[config.mk]
export PLATFORM = sky130hd
export DESIGN_NAME = quaternion_pitch_yaw_unwrap
export DESIGN_NICKNAME = d
export VERILOG_FILES = /design/src/sv/qpyu_pkg.sv /design/src/sv/qpyu_serial_mult.sv /design/src/sv/qpyu_isqrt.sv /design/src/sv/qpyu_cordic.sv /design/src/sv/quaternion_pitch_yaw_unwrap.sv
export SDC_FILE = /design/constraint.sdc
export NUM_CORES = 2
export LEC_CHECK = 0
export ABC_AREA = 0
export BUFFER_PORTS_ARGS = -buffer_cell sky130_fd_sc_hd__buf_2
export CAP_MARGIN = 20
export CORE_ASPECT_RATIO = 2
export CORE_MARGIN = 3
export CORE_UTILIZATION = 33
export CTS_CLUSTER_DIAMETER = 100
export CTS_CLUSTER_SIZE = 12
export DETAILED_ROUTE_END_ITERATION = 8
export PLACE_DENSITY_LB_ADDON = 0.3
export SYNTH_ARGS = -nofsm -noshare
export SYNTH_HDL_FRONTEND = slang
export SYNTH_SLANG_ARGS = --single-unit
[constraint.sdc]
create_clock -name clock -period 7.78 [get_ports clock]
set_clock_uncertainty 0.1 [all_clocks]
set_input_delay 1.556 -clock clock [delete_from_list [all_inputs] [get_ports clock]]
set_output_delay 1.556 -clock clock [all_outputs]
set_load 0.01 [all_outputs]
[src/sv/qpyu_pkg.sv]
// ============================================================================
// qpyu_pkg
// Shared types, fixed-point constants and the CORDIC arctangent table for the
// quaternion pitch and yaw converter.
// ============================================================================
package qpyu_pkg;

   // Input item: one orientation quaternion, signed Q1.14 components.
   typedef struct packed {
      logic signed [15:0] quat_x;
      logic signed [15:0] quat_y;
      logic signed [15:0] quat_z;
      logic signed [15:0] quat_w;
   } qpyu_req_type;

   // Result item: pitch in signed Q1.13 and yaw in signed Q2.13 radians, continuous yaw in Q18.13.
   typedef struct packed {
      logic signed [14:0] pitch_angle;
      logic               pitch_clamped;
      logic signed [15:0] yaw_angle;
      logic signed [31:0] unwrapped_yaw;
   } qpyu_rsp_type;

   // Control of one CORDIC unit from the sequencer.
   typedef struct packed {
      logic       load;
      logic       step;
      logic [4:0] index;
   } qpyu_cordic_ctl_type;

   // Widths of the internal datapath.
   localparam int unsigned SUM_W = 35;   // s, sin and cos terms, scale 2^28
   localparam int unsigned ANG_W = 36;   // CORDIC angle, Q2.30 radians
   localparam int unsigned VEC_W = 40;   // CORDIC vector components
   localparam int unsigned RAD_W = 57;   // square root radicand
   localparam int unsigned ROOT_W = 29;  // square root result

   localparam logic signed [ANG_W-1:0] ANG_PI_Q30 = 36'sd3373259426;
   localparam logic signed [SUM_W-1:0] ONE_Q28 = 35'sd268435456;
   localparam logic signed [14:0] PITCH_MAX = 15'sd12868;
   localparam logic signed [15:0] YAW_MAX = 16'sd25736;
   localparam logic signed [17:0] TWO_PI_Q13 = 18'sd51472;
   localparam logic [14:0] THRESH_RESET = 15'd24576;

   // Arctangent of 2^-i in Q2.30 radians.
   function automatic logic [29:0] atan_lut(input logic [4:0] idx);
      logic [29:0] val;
      case (idx)
         5'd0: val = 30'd843314857;
         5'd1: val = 30'd497837829;
         5'd2: val = 30'd263043837;
         5'd3: val = 30'd133525159;
         5'd4: val = 30'd67021687;
         5'd5: val = 30'd33543516;
         5'd6: val = 30'd16775851;
         5'd7: val = 30'd8388437;
         5'd8: val = 30'd4194283;
         5'd9: val = 30'd2097149;
         5'd10: val = 30'd1048576;
         5'd11: val = 30'd524288;
         5'd12: val = 30'd262144;
         5'd13: val = 30'd131072;
         5'd14: val = 30'd65536;
         5'd15: val = 30'd32768;
         5'd16: val = 30'd16384;
         5'd17: val = 30'd8192;
         5'd18: val = 30'd4096;
         5'd19: val = 30'd2048;
         5'd20: val = 30'd1024;
         5'd21: val = 30'd512;
         5'd22: val = 30'd256;
         5'd23: val = 30'd128;
         default: val = 30'd0;
      endcase
      return val;
   endfunction

endpackage

[src/sv/qpyu_serial_mult.sv]
// ============================================================================
// qpyu_serial_mult
// Unsigned shift-add multiplier that retires one multiplier bit per cycle while step is high.
// ============================================================================
module qpyu_serial_mult
   import qpyu_pkg::*;
#(
   parameter int unsigned W = 16
) (
   input  logic           clock,
   input  logic           load,
   input  logic           step,
   input  logic [W-1:0]   mult_a,
   input  logic [W-1:0]   mult_b,
   output logic [2*W-1:0] product
);

   logic [W-1:0]   a_ff;
   logic [W-1:0]   a_in;
   logic [2*W-1:0] prod_ff;
   logic [2*W-1:0] prod_in;
   logic [W:0]     partial;

   // Add the multiplicand into the upper half when the low bit is set, then
   // shift the whole product register right by one.
   always_comb begin
      partial = {1'b0, prod_ff[2*W-1:W]} + (prod_ff[0] ? {1'b0, a_ff} : '0);
      a_in = a_ff;
      prod_in = prod_ff;
      if (load) begin
         a_in = mult_a;
         prod_in = {{W{1'b0}}, mult_b};
      end else if (step) begin
         prod_in = {partial, prod_ff[W-1:1]};
      end
   end

   always_ff @(posedge clock) begin
      a_ff <= a_in;
      prod_ff <= prod_in;
   end

   assign product = prod_ff;

endmodule

[src/sv/qpyu_isqrt.sv]
// ============================================================================
// qpyu_isqrt
// Integer square root, rounded down, producing one root bit per cycle while step is high.
// ============================================================================
module qpyu_isqrt
   import qpyu_pkg::*;
(
   input  logic              clock,
   input  logic              load,
   input  logic              step,
   input  logic [RAD_W-1:0]  radicand,
   output logic [ROOT_W-1:0] root
);

   logic [RAD_W-1:0] rem_ff, rem_in;
   logic [RAD_W-1:0] res_ff, res_in;
   logic [RAD_W-1:0] bit_ff, bit_in;
   logic [RAD_W:0]   trial;
   logic             fits;

   // Test one base-4 digit of the remainder per cycle while step is high; the trial
   // bit walks down two places on each step from the top of the radicand.
   always_comb begin
      trial = {1'b0, res_ff} + {1'b0, bit_ff};
      fits = {1'b0, rem_ff} >= trial;
      rem_in = rem_ff;
      res_in = res_ff;
      bit_in = bit_ff;
      if (load) begin
         rem_in = radicand;
         res_in = '0;
         bit_in = {1'b1, {(RAD_W-1){1'b0}}};
      end else if (step) begin
         bit_in = bit_ff >> 2;
         if (fits) begin
            rem_in = rem_ff - trial[RAD_W-1:0];
            res_in = (res_ff >> 1) + bit_ff;
         end else begin
            res_in = res_ff >> 1;
         end
      end
   end

   always_ff @(posedge clock) begin
      rem_ff <= rem_in;
      res_ff <= res_in;
      bit_ff <= bit_in;
   end

   assign root = res_ff[ROOT_W-1:0];

endmodule

[src/sv/qpyu_cordic.sv]
// ============================================================================
// qpyu_cordic
// Vectoring CORDIC that rotates (x, y) onto the x axis one micro-rotation per
// cycle while ctl.step is high and accumulates atan2(y, x) in Q2.30 radians.
// ============================================================================
module qpyu_cordic
   import qpyu_pkg::*;
(
   input  logic                    clock,
   input  qpyu_cordic_ctl_type     ctl,
   input  logic signed [SUM_W-1:0] vec_y,
   input  logic signed [SUM_W-1:0] vec_x,
   output logic signed [ANG_W-1:0] angle
);

   logic signed [VEC_W-1:0] x_ff, x_in;
   logic signed [VEC_W-1:0] y_ff, y_in;
   logic signed [ANG_W-1:0] z_ff, z_in;
   logic                    zero_ff, zero_in;
   logic signed [VEC_W-1:0] x_ext, y_ext;
   logic signed [VEC_W-1:0] x_sh, y_sh;
   logic signed [ANG_W-1:0] step_ang;

   always_comb begin
      x_ext = VEC_W'(vec_x);
      y_ext = VEC_W'(vec_y);
      x_sh = x_ff >>> ctl.index;
      y_sh = y_ff >>> ctl.index;
      step_ang = ANG_W'(signed'({1'b0, atan_lut(ctl.index)}));
      x_in = x_ff;
      y_in = y_ff;
      z_in = z_ff;
      zero_in = zero_ff;
      if (ctl.load) begin
         // Fold the left half plane over by a rotation of pi.
         zero_in = (vec_x == '0) && (vec_y == '0);
         if (vec_x < 0) begin
            x_in = -x_ext;
            y_in = -y_ext;
            z_in = (vec_y >= 0) ? ANG_PI_Q30 : -ANG_PI_Q30;
         end else begin
            x_in = x_ext;
            y_in = y_ext;
            z_in = '0;
         end
      end else if (ctl.step) begin
         // Rotate toward y = 0 and track the angle turned.
         if (y_ff >= 0) begin
            x_in = x_ff + y_sh;
            y_in = y_ff - x_sh;
            z_in = z_ff + step_ang;
         end else begin
            x_in = x_ff - y_sh;
            y_in = y_ff + x_sh;
            z_in = z_ff - step_ang;
         end
      end
   end

   always_ff @(posedge clock) begin
      x_ff <= x_in;
      y_ff <= y_in;
      z_ff <= z_in;
      zero_ff <= zero_in;
   end

   assign angle = zero_ff ? '0 : z_ff;

endmodule

[src/sv/quaternion_pitch_yaw_unwrap.sv]
// ============================================================================
// quaternion_pitch_yaw_unwrap
// Converts an orientation quaternion into pitch and yaw and keeps a
// continuous, saturating yaw that is unwrapped across the +-pi boundary.
// ============================================================================
// Usage:
// An item is accepted on req_data when req_valid is high and req_stall low.
// The block works on one item at a time and holds req_stall high while busy.
// Each item runs through bit-serial multipliers, a bit-serial square of the
// pitch term, a square root that yields one bit per cycle and two CORDIC
// units in parallel, one micro-rotation per cycle, plus states for loading,
// rounding and accumulating.
// The result sits in an output register; while rsp_stall holds it, the next
// item is still accepted and computed, and it waits at the end until the
// output register is free. csr_wr_en writes the unwrap threshold.
// Synchronous reset clears the sequencer, the output valid, the previous yaw
// and the accumulator, and sets the threshold to 24576.
// ============================================================================
module quaternion_pitch_yaw_unwrap
   import qpyu_pkg::*;
#(
   parameter int unsigned CORDIC_STEPS = 16
) (
   input  logic         clock,
   input  logic         reset,
   input  logic         req_valid,
   output logic         req_stall,
   input  qpyu_req_type req_data,
   output logic         rsp_valid,
   input  logic         rsp_stall,
   output qpyu_rsp_type rsp_data,
   input  logic         csr_wr_en,
   input  logic [14:0]  csr_wr_data
);

   localparam logic [4:0] MULQ_LAST = 5'd15;
   localparam logic [4:0] MULS_LAST = 5'd27;
   localparam logic [4:0] SQRT_LAST = 5'd28;
   localparam logic [4:0] CORD_LAST = 5'(CORDIC_STEPS - 1);

   typedef enum logic [10:0] {
      ST_IDLE    = 11'b000_0000_0001,
      ST_MULQ    = 11'b000_0000_0010,
      ST_SUMS    = 11'b000_0000_0100,
      ST_SQLD    = 11'b000_0000_1000,
      ST_MULS    = 11'b000_0001_0000,
      ST_SQRT_LD = 11'b000_0010_0000,
      ST_SQRT    = 11'b000_0100_0000,
      ST_CORD_LD = 11'b000_1000_0000,
      ST_CORD    = 11'b001_0000_0000,
      ST_ROUND   = 11'b010_0000_0000,
      ST_ACCUM   = 11'b100_0000_0000
   } state_type;

   state_type state_ff, state_in;
   logic [4:0] cnt_ff, cnt_in;

   logic [3:0]  neg_ff, neg_in;
   logic [15:0] mag_x, mag_y, mag_z, mag_w;
   logic [31:0] prod_wy, prod_zx, prod_wz, prod_xy, prod_yy, prod_zz;
   logic signed [32:0] sp_wy, sp_zx, sp_wz, sp_xy;

   logic signed [SUM_W-1:0] s_ff, s_in;
   logic signed [SUM_W-1:0] sy_ff, sy_in;
   logic signed [SUM_W-1:0] cy_ff, cy_in;
   logic                    clamp_ff, clamp_in;
   logic signed [SUM_W-1:0] s_abs;
   logic [55:0]             s_sq;
   logic [RAD_W-1:0]        radicand;
   logic [ROOT_W-1:0]       root;

   qpyu_cordic_ctl_type     ctl_pitch, ctl_yaw;
   logic signed [ANG_W-1:0] ang_pitch, ang_yaw;
   logic signed [18:0]      rnd_pitch, rnd_yaw;

   logic signed [14:0] pitch_ff, pitch_in;
   logic signed [15:0] yaw_ff, yaw_in;
   logic signed [17:0] dyaw_ff, dyaw_in;
   logic signed [17:0] thr_s, d1, d2;
   logic signed [33:0] acc_sum;
   logic signed [31:0] acc_sat;

   logic [14:0]        thr_ff, thr_in;
   logic signed [15:0] prev_yaw_ff, prev_yaw_in;
   logic signed [31:0] acc_ff, acc_in;

   logic         rsp_valid_ff, rsp_valid_in;
   qpyu_rsp_type rsp_data_ff, rsp_data_in;
   logic         out_free;
   logic         mulq_load, muls_load;

   // Magnitudes of the incoming components for the unsigned multipliers.
   always_comb begin
      mag_x = req_data.quat_x[15] ? 16'(-req_data.quat_x) : 16'(req_data.quat_x);
      mag_y = req_data.quat_y[15] ? 16'(-req_data.quat_y) : 16'(req_data.quat_y);
      mag_z = req_data.quat_z[15] ? 16'(-req_data.quat_z) : 16'(req_data.quat_z);
      mag_w = req_data.quat_w[15] ? 16'(-req_data.quat_w) : 16'(req_data.quat_w);
   end

   assign mulq_load = (state_ff == ST_IDLE) && req_valid;
   assign muls_load = (state_ff == ST_SQLD);

   qpyu_serial_mult #(.W(16)) u_mul_wy (
      .clock(clock), .load(mulq_load), .step(state_ff == ST_MULQ),
      .mult_a(mag_w), .mult_b(mag_y), .product(prod_wy));
   qpyu_serial_mult #(.W(16)) u_mul_zx (
      .clock(clock), .load(mulq_load), .step(state_ff == ST_MULQ),
      .mult_a(mag_z), .mult_b(mag_x), .product(prod_zx));
   qpyu_serial_mult #(.W(16)) u_mul_wz (
      .clock(clock), .load(mulq_load), .step(state_ff == ST_MULQ),
      .mult_a(mag_w), .mult_b(mag_z), .product(prod_wz));
   qpyu_serial_mult #(.W(16)) u_mul_xy (
      .clock(clock), .load(mulq_load), .step(state_ff == ST_MULQ),
      .mult_a(mag_x), .mult_b(mag_y), .product(prod_xy));
   qpyu_serial_mult #(.W(16)) u_mul_yy (
      .clock(clock), .load(mulq_load), .step(state_ff == ST_MULQ),
      .mult_a(mag_y), .mult_b(mag_y), .product(prod_yy));
   qpyu_serial_mult #(.W(16)) u_mul_zz (
      .clock(clock), .load(mulq_load), .step(state_ff == ST_MULQ),
      .mult_a(mag_z), .mult_b(mag_z), .product(prod_zz));

   // Square of the pitch term; only the unclamped case needs it, where the
   // magnitude fits in 28 bits.
   assign s_abs = s_ff[SUM_W-1] ? -s_ff : s_ff;

   qpyu_serial_mult #(.W(28)) u_mul_ss (
      .clock(clock), .load(muls_load), .step(state_ff == ST_MULS),
      .mult_a(s_abs[27:0]), .mult_b(s_abs[27:0]), .product(s_sq));

   // Cosine of pitch scaled by 2^28 is sqrt(2^56 - s^2).
   assign radicand = {1'b1, {(RAD_W-1){1'b0}}} - {1'b0, s_sq};

   qpyu_isqrt u_isqrt (
      .clock(clock), .load(state_ff == ST_SQRT_LD), .step(state_ff == ST_SQRT),
      .radicand(radicand), .root(root));

   // Both CORDIC units rotate together; the yaw unit is loaded early.
   always_comb begin
      ctl_pitch.load = (state_ff == ST_CORD_LD);
      ctl_pitch.step = (state_ff == ST_CORD);
      ctl_pitch.index = cnt_ff;
      ctl_yaw.load = (state_ff == ST_SQLD);
      ctl_yaw.step = (state_ff == ST_CORD);
      ctl_yaw.index = cnt_ff;
   end

   qpyu_cordic u_cordic_pitch (
      .clock(clock), .ctl(ctl_pitch), .vec_y(s_ff),
      .vec_x(SUM_W'(signed'({1'b0, root}))), .angle(ang_pitch));
   qpyu_cordic u_cordic_yaw (
      .clock(clock), .ctl(ctl_yaw), .vec_y(sy_ff), .vec_x(cy_ff), .angle(ang_yaw));

   // Signed products and the three sums at scale 2^28.
   always_comb begin
      sp_wy = neg_ff[0] ? -$signed({1'b0, prod_wy}) : $signed({1'b0, prod_wy});
      sp_zx = neg_ff[1] ? -$signed({1'b0, prod_zx}) : $signed({1'b0, prod_zx});
      sp_wz = neg_ff[2] ? -$signed({1'b0, prod_wz}) : $signed({1'b0, prod_wz});
      sp_xy = neg_ff[3] ? -$signed({1'b0, prod_xy}) : $signed({1'b0, prod_xy});
      s_in = s_ff;
      sy_in = sy_ff;
      cy_in = cy_ff;
      clamp_in = clamp_ff;
      if (state_ff == ST_SUMS) begin
         s_in = (SUM_W'(sp_wy) - SUM_W'(sp_zx)) <<< 1;
         sy_in = (SUM_W'(sp_wz) + SUM_W'(sp_xy)) <<< 1;
         cy_in = ONE_Q28 - ((SUM_W'(prod_yy) + SUM_W'(prod_zz)) <<< 1);
      end
      if (state_ff == ST_SQLD) begin
         clamp_in = (s_ff >= ONE_Q28) || (s_ff <= -ONE_Q28);
      end
   end

   // Round the angles to Q2.13, half up, and clamp them.
   always_comb begin
      rnd_pitch = 19'((ang_pitch + ANG_W'(65536)) >>> 17);
      rnd_yaw = 19'((ang_yaw + ANG_W'(65536)) >>> 17);
      pitch_in = pitch_ff;
      yaw_in = yaw_ff;
      dyaw_in = dyaw_ff;
      if (state_ff == ST_ROUND) begin
         if (clamp_ff) begin
            pitch_in = s_ff[SUM_W-1] ? -PITCH_MAX : PITCH_MAX;
         end else if (rnd_pitch > 19'(PITCH_MAX)) begin
            pitch_in = PITCH_MAX;
         end else if (rnd_pitch < -19'(PITCH_MAX)) begin
            pitch_in = -PITCH_MAX;
         end else begin
            pitch_in = 15'(rnd_pitch);
         end
         if (rnd_yaw > 19'(YAW_MAX)) begin
            yaw_in = YAW_MAX;
            dyaw_in = 18'(YAW_MAX) - 18'(prev_yaw_ff);
         end else if (rnd_yaw < -19'(YAW_MAX)) begin
            yaw_in = -YAW_MAX;
            dyaw_in = -18'(YAW_MAX) - 18'(prev_yaw_ff);
         end else begin
            yaw_in = 16'(rnd_yaw);
            dyaw_in = 18'(rnd_yaw) - 18'(prev_yaw_ff);
         end
      end
   end

   // Unwrap the yaw step and add it to the saturating accumulator.
   always_comb begin
      thr_s = 18'(signed'({1'b0, thr_ff}));
      d1 = (dyaw_ff > thr_s) ? dyaw_ff - TWO_PI_Q13 : dyaw_ff;
      d2 = (d1 < -thr_s) ? d1 + TWO_PI_Q13 : d1;
      acc_sum = 34'(acc_ff) + 34'(d2);
      if (acc_sum > 34'sd2147483647) begin
         acc_sat = 32'sh7FFF_FFFF;
      end else if (acc_sum < -34'sd2147483648) begin
         acc_sat = 32'sh8000_0000;
      end else begin
         acc_sat = 32'(acc_sum);
      end
   end

   assign out_free = !rsp_valid_ff || !rsp_stall;

   // Sequencer.
   always_comb begin
      state_in = state_ff;
      cnt_in = cnt_ff;
      neg_in = neg_ff;
      unique case (state_ff)
         ST_IDLE: begin
            if (req_valid) begin
               neg_in = {req_data.quat_x[15] ^ req_data.quat_y[15],
                         req_data.quat_w[15] ^ req_data.quat_z[15],
                         req_data.quat_z[15] ^ req_data.quat_x[15],
                         req_data.quat_w[15] ^ req_data.quat_y[15]};
               cnt_in = '0;
               state_in = ST_MULQ;
            end
         end
         ST_MULQ: begin
            cnt_in = cnt_ff + 5'd1;
            if (cnt_ff == MULQ_LAST) begin
               state_in = ST_SUMS;
            end
         end
         ST_SUMS: begin
            state_in = ST_SQLD;
         end
         ST_SQLD: begin
            cnt_in = '0;
            state_in = ST_MULS;
         end
         ST_MULS: begin
            cnt_in = cnt_ff + 5'd1;
            if (cnt_ff == MULS_LAST) begin
               state_in = ST_SQRT_LD;
            end
         end
         ST_SQRT_LD: begin
            cnt_in = '0;
            state_in = ST_SQRT;
         end
         ST_SQRT: begin
            cnt_in = cnt_ff + 5'd1;
            if (cnt_ff == SQRT_LAST) begin
               state_in = ST_CORD_LD;
            end
         end
         ST_CORD_LD: begin
            cnt_in = '0;
            state_in = ST_CORD;
         end
         ST_CORD: begin
            cnt_in = cnt_ff + 5'd1;
            if (cnt_ff == CORD_LAST) begin
               state_in = ST_ROUND;
            end
         end
         ST_ROUND: begin
            state_in = ST_ACCUM;
         end
         ST_ACCUM: begin
            if (out_free) begin
               state_in = ST_IDLE;
            end
         end
         default: begin
            state_in = ST_IDLE;
         end
      endcase
   end

   // Result register, unwrap state and the threshold register.
   always_comb begin
      rsp_valid_in = rsp_valid_ff && rsp_stall;
      rsp_data_in = rsp_data_ff;
      prev_yaw_in = prev_yaw_ff;
      acc_in = acc_ff;
      thr_in = csr_wr_en ? csr_wr_data : thr_ff;
      if ((state_ff == ST_ACCUM) && out_free) begin
         rsp_valid_in = 1'b1;
         rsp_data_in.pitch_angle = pitch_ff;
         rsp_data_in.pitch_clamped = clamp_ff;
         rsp_data_in.yaw_angle = yaw_ff;
         rsp_data_in.unwrapped_yaw = acc_sat;
         prev_yaw_in = yaw_ff;
         acc_in = acc_sat;
      end
   end

   always_ff @(posedge clock) begin
      if (reset) begin
         state_ff <= ST_IDLE;
         rsp_valid_ff <= 1'b0;
         prev_yaw_ff <= '0;
         acc_ff <= '0;
         thr_ff <= THRESH_RESET;
      end else begin
         state_ff <= state_in;
         rsp_valid_ff <= rsp_valid_in;
         prev_yaw_ff <= prev_yaw_in;
         acc_ff <= acc_in;
         thr_ff <= thr_in;
      end
   end

   always_ff @(posedge clock) begin
      cnt_ff <= cnt_in;
      neg_ff <= neg_in;
      s_ff <= s_in;
      sy_ff <= sy_in;
      cy_ff <= cy_in;
      clamp_ff <= clamp_in;
      pitch_ff <= pitch_in;
      yaw_ff <= yaw_in;
      dyaw_ff <= dyaw_in;
      rsp_data_ff <= rsp_data_in;
   end

   assign req_stall = (state_ff != ST_IDLE);
   assign rsp_valid = rsp_valid_ff;
   assign rsp_data = rsp_data_ff;

endmodule
==> impl_results.md <==
- Status: finished, final reports clean
- H-tree depth: 3
- CTS tree: done
- Hold Vio Cnt, Final: 0
- Worst slew pin tran: approximately 1.2 ns
- Via Count: around 83,000
- Die H: between 700 and 800 um
- Peak Freq: roughly 130 MHz
- Port-buffer cells: 149
- Max Used Layer: met5
- Hold Crit Class: flop to flop
- Final Hold Slack: about 0.31 ns
- Average wire per standard cell: approximately 24 um
- Overflow left after global routing: 0
- Top Ports: 150
- Routability Congestion: between 1 and 1.5
- Total global routing track utilization: 0.237
- Synth area leader: edfxtp_1
- Met3 WL: between 10 and 15 mm
- Row count: between 200 and 300
- Syn nets: around 11,000
- Slowest-stage cell, CP: mux4_2
- Final setup fails: 0
- Post-synthesis mux area share: 0.0762
- Yosys warning count: 0
- Clock buffers created by TritonCTS: 98
- Overall power: 23.2 mW
- Maximum clock path buffer count: 3
- Starting DRT DRC Count: about 4,800
- Worst path arrival time: 7.89 ns
- Maxcap violations: 0
- Adder-Cell Fraction of Synth Area: 0.0965
- Cts hold-fix bufs: 0
- Worst-path clk slew: about 0.08 ns
- CTS Sinks: approximately 1,000
- DRT Wirelength: about 350 mm
- RSZ-0062 raised after global routing: no
- TNS Setup: 0 ns
- Metal2 WL: between 150 and 200 mm
- Root Buffer: clkbuf_16
- Tcrit/Tclk final: 0.967
- CP Launch Type: flop
- Vias in the first global route: 83,700
- Mean Syn Cell Area: a little under 9 um2
- Die Area: 288,000 um2
- Post-Route M1 WL: roughly 110 mm
- Worst endpoint required time: ~8.1 ns
- HPWL after DPL: 283 mm
- ANT nets after route: 0
- Vias per Instance: ~5.7
- Complex-gate fraction of the synthesized area: 0.203
- Final min period: around 7.5 ns
- Maximum vdd drop: approximately 0.00018 V
- Most frequent cells in the layout: nand2_1 (1,192), o21ai_0 (863), nor2_1 (780)
- Share of post-route cells with drive strength above 1: 0.107
- Crit path max fanout: 50
- Synth top area cells: edfxtp_1 (24%), ha_1 (9.1%), xnor2_1 (6.9%), dfxtp_1 (6.8%), nand2_1 (4.8%)
- Die width: ~380 um
- Fillers: roughly 28,000
- Synth Area in Simple Gates: 0.176
- 1st-pass router iterations: 7
- Power per cell area: around 220 nW/um2
- DRC: 0
- Main flop type after synthesis: edfxtp_1
- Commonest non-fill, non-tap cell in the layout: nand2_1
- Clock latency on the worst-skew pair: ~0.77 ns
- Cells after Synth: between 10,000 and 15,000
- Synth Area in XOR/XNOR: 0.108
- Async SR Flop Fraction: 0
- Starting Density: 0.332
- Critical path type: flop to flop
- Post-synth cell types: between 100 and 150
- Cell Area, Synth: about 93,000 um2
- Largest net degree at the start of global routing: about 140
- Pins Over Slew Limit: 0
- Synthesized flop and latch total: 1,046
- First-pass GRT wire length: 520 mm
- Area grow syn2layout: 11.0%
- CP max stage delay: ~0.6 ns
- Leak Pwr: about 40 nW
- Endpoint class of the critical path: flop
- Area share of the leading cell type in the synthesized netlist: 0.236
- Main combinational cell family by area after synthesis: compound AO/OA/AOI/OAI gates
- Register area share after synthesis: 0.304
- Antenna violations before repair: 16
- Nets: 11,600
- Relative slew slack: 0.208
- Core area: 279,000 um2
- Post-synth EDFFs: 731
## area by class of cell
class / count / area, um2 / share of cell area
well taps: 3726 / 4660 / 0.0452
flip-flops and latches: 1046 / 28300 / 0.274
clock buffers: 174 / 2820 / 0.0274
inverters: 351 / 1340 / 0.0130
multi-input cells: 8694 / 61500 / 0.597
diodes: 9 / 22.5 / 0.000218
clock inverters: 7 / 106 / 0.00103
repair buffers: 593 / 4410 / 0.0428
## power breakdown
group / switching [mW] / internal (mW) / leakage, nW
combinational: 6.59 / 4.59 / 29.2
clock: 2.38 / 2.49 / 1.39
sequential: 0.450 / 6.68 / 9.22
## kinds of logic after synthesis
| logic type | after synthesis |
|---|---|
| xor+xnor | 1149 |
| mux | 426 |
| buf+inv | 812 |
| fa+ha+maj | 707 |
| compound gates | 2993 |
| simple gates | 3419 |
| flops | 1046 |
## sequential cells by signal, summed over array words and instances, names as in the netlist, 34 cells and up
| register | cells |
|---|---|
| rsp_data | 64 |
| u_isqrt.rem_ff | 57 |
| u_isqrt.res_ff | 57 |
| u_mul_ss.product | 56 |
| u_cordic_pitch.x_ff | 40 |
| u_cordic_pitch.y_ff | 40 |
| u_cordic_yaw.x_ff | 40 |
| u_cordic_yaw.y_ff | 40 |
| u_cordic_pitch.z_ff | 36 |
| u_cordic_yaw.z_ff | 36 |
| cy_ff | 34 |
| s_ff | 34 |
| sy_ff | 34 |
## per-layer routing
layer  GRT usage  vias to the layer above
met2       0.454                     2402
met3      0.0292                     1002
li1            -                    39300
met4       0.229                        8
met5           0                        -
met1       0.210                    39800
## critical path: cells and delay by family (launching register included)
| family | cells | cell delay [ns] |
|---|---|---|
| flip-flops | 1 | 0.36 |
| XOR/XNOR | 2 | 0.32 |
| AND/OR/NAND/NOR | 7 | 1.49 |
| multiplexers | 3 | 1.45 |
| AO/OA/AOI/OAI | 9 | 2.24 |
| buffers and inverters | 3 | 0.53 |
| adder cells (fa/ha/maj) | 2 | 0.64 |
## Yosys cell counts (all sizes together) (140+ instances only)
master     n
nand2   1195
or3      142
nand2b   153
ha       678
nand3    175
clkbuf   352
edfxtp   731
o31ai    140
a21oi    721
a21o     305
xor2     415
nor3     196
mux4     211
inv      349
xnor2    734
nor2     786
and2     199
o21ai    881
dfxtp    315
## worst paths after layout
check	from	to	slack, ns	depth (start not counted)
worst max-delay path	cnt_ff[1]	u_cordic_yaw.x_ff[38]	0.26	26
worst min-delay path	pitch_ff[7]	rsp_data[56]	0.31	0
worst max register to register	cnt_ff[1]	u_cordic_yaw.x_ff[38]	0.26	26
worst min register to register	pitch_ff[7]	rsp_data[56]	0.31	0
## timing repair
action,in CTS,in global routing
setup endpoints to repair,3,131
resized for setup,0,25
pin swaps,0,4
endpoints found under the hold margin,0,0
setup buffers,2,7
## metrics by stage
step           setup slack [ns]  cells  instance area (um2)  utilization
6_report                  0.257  14600               103000        0.369
2_1_floorplan            0.0958  10600                92900            -
3_5_place_dp            -0.0568  14400               100000        0.358
4_1_cts                  0.0270  14600               103000        0.368
3_3_place_gp             0.0202  14400                99900        0.358
5_1_grt                0.000594  14600               103000        0.369
Note: power is estimated with default switching activity, not from simulation.
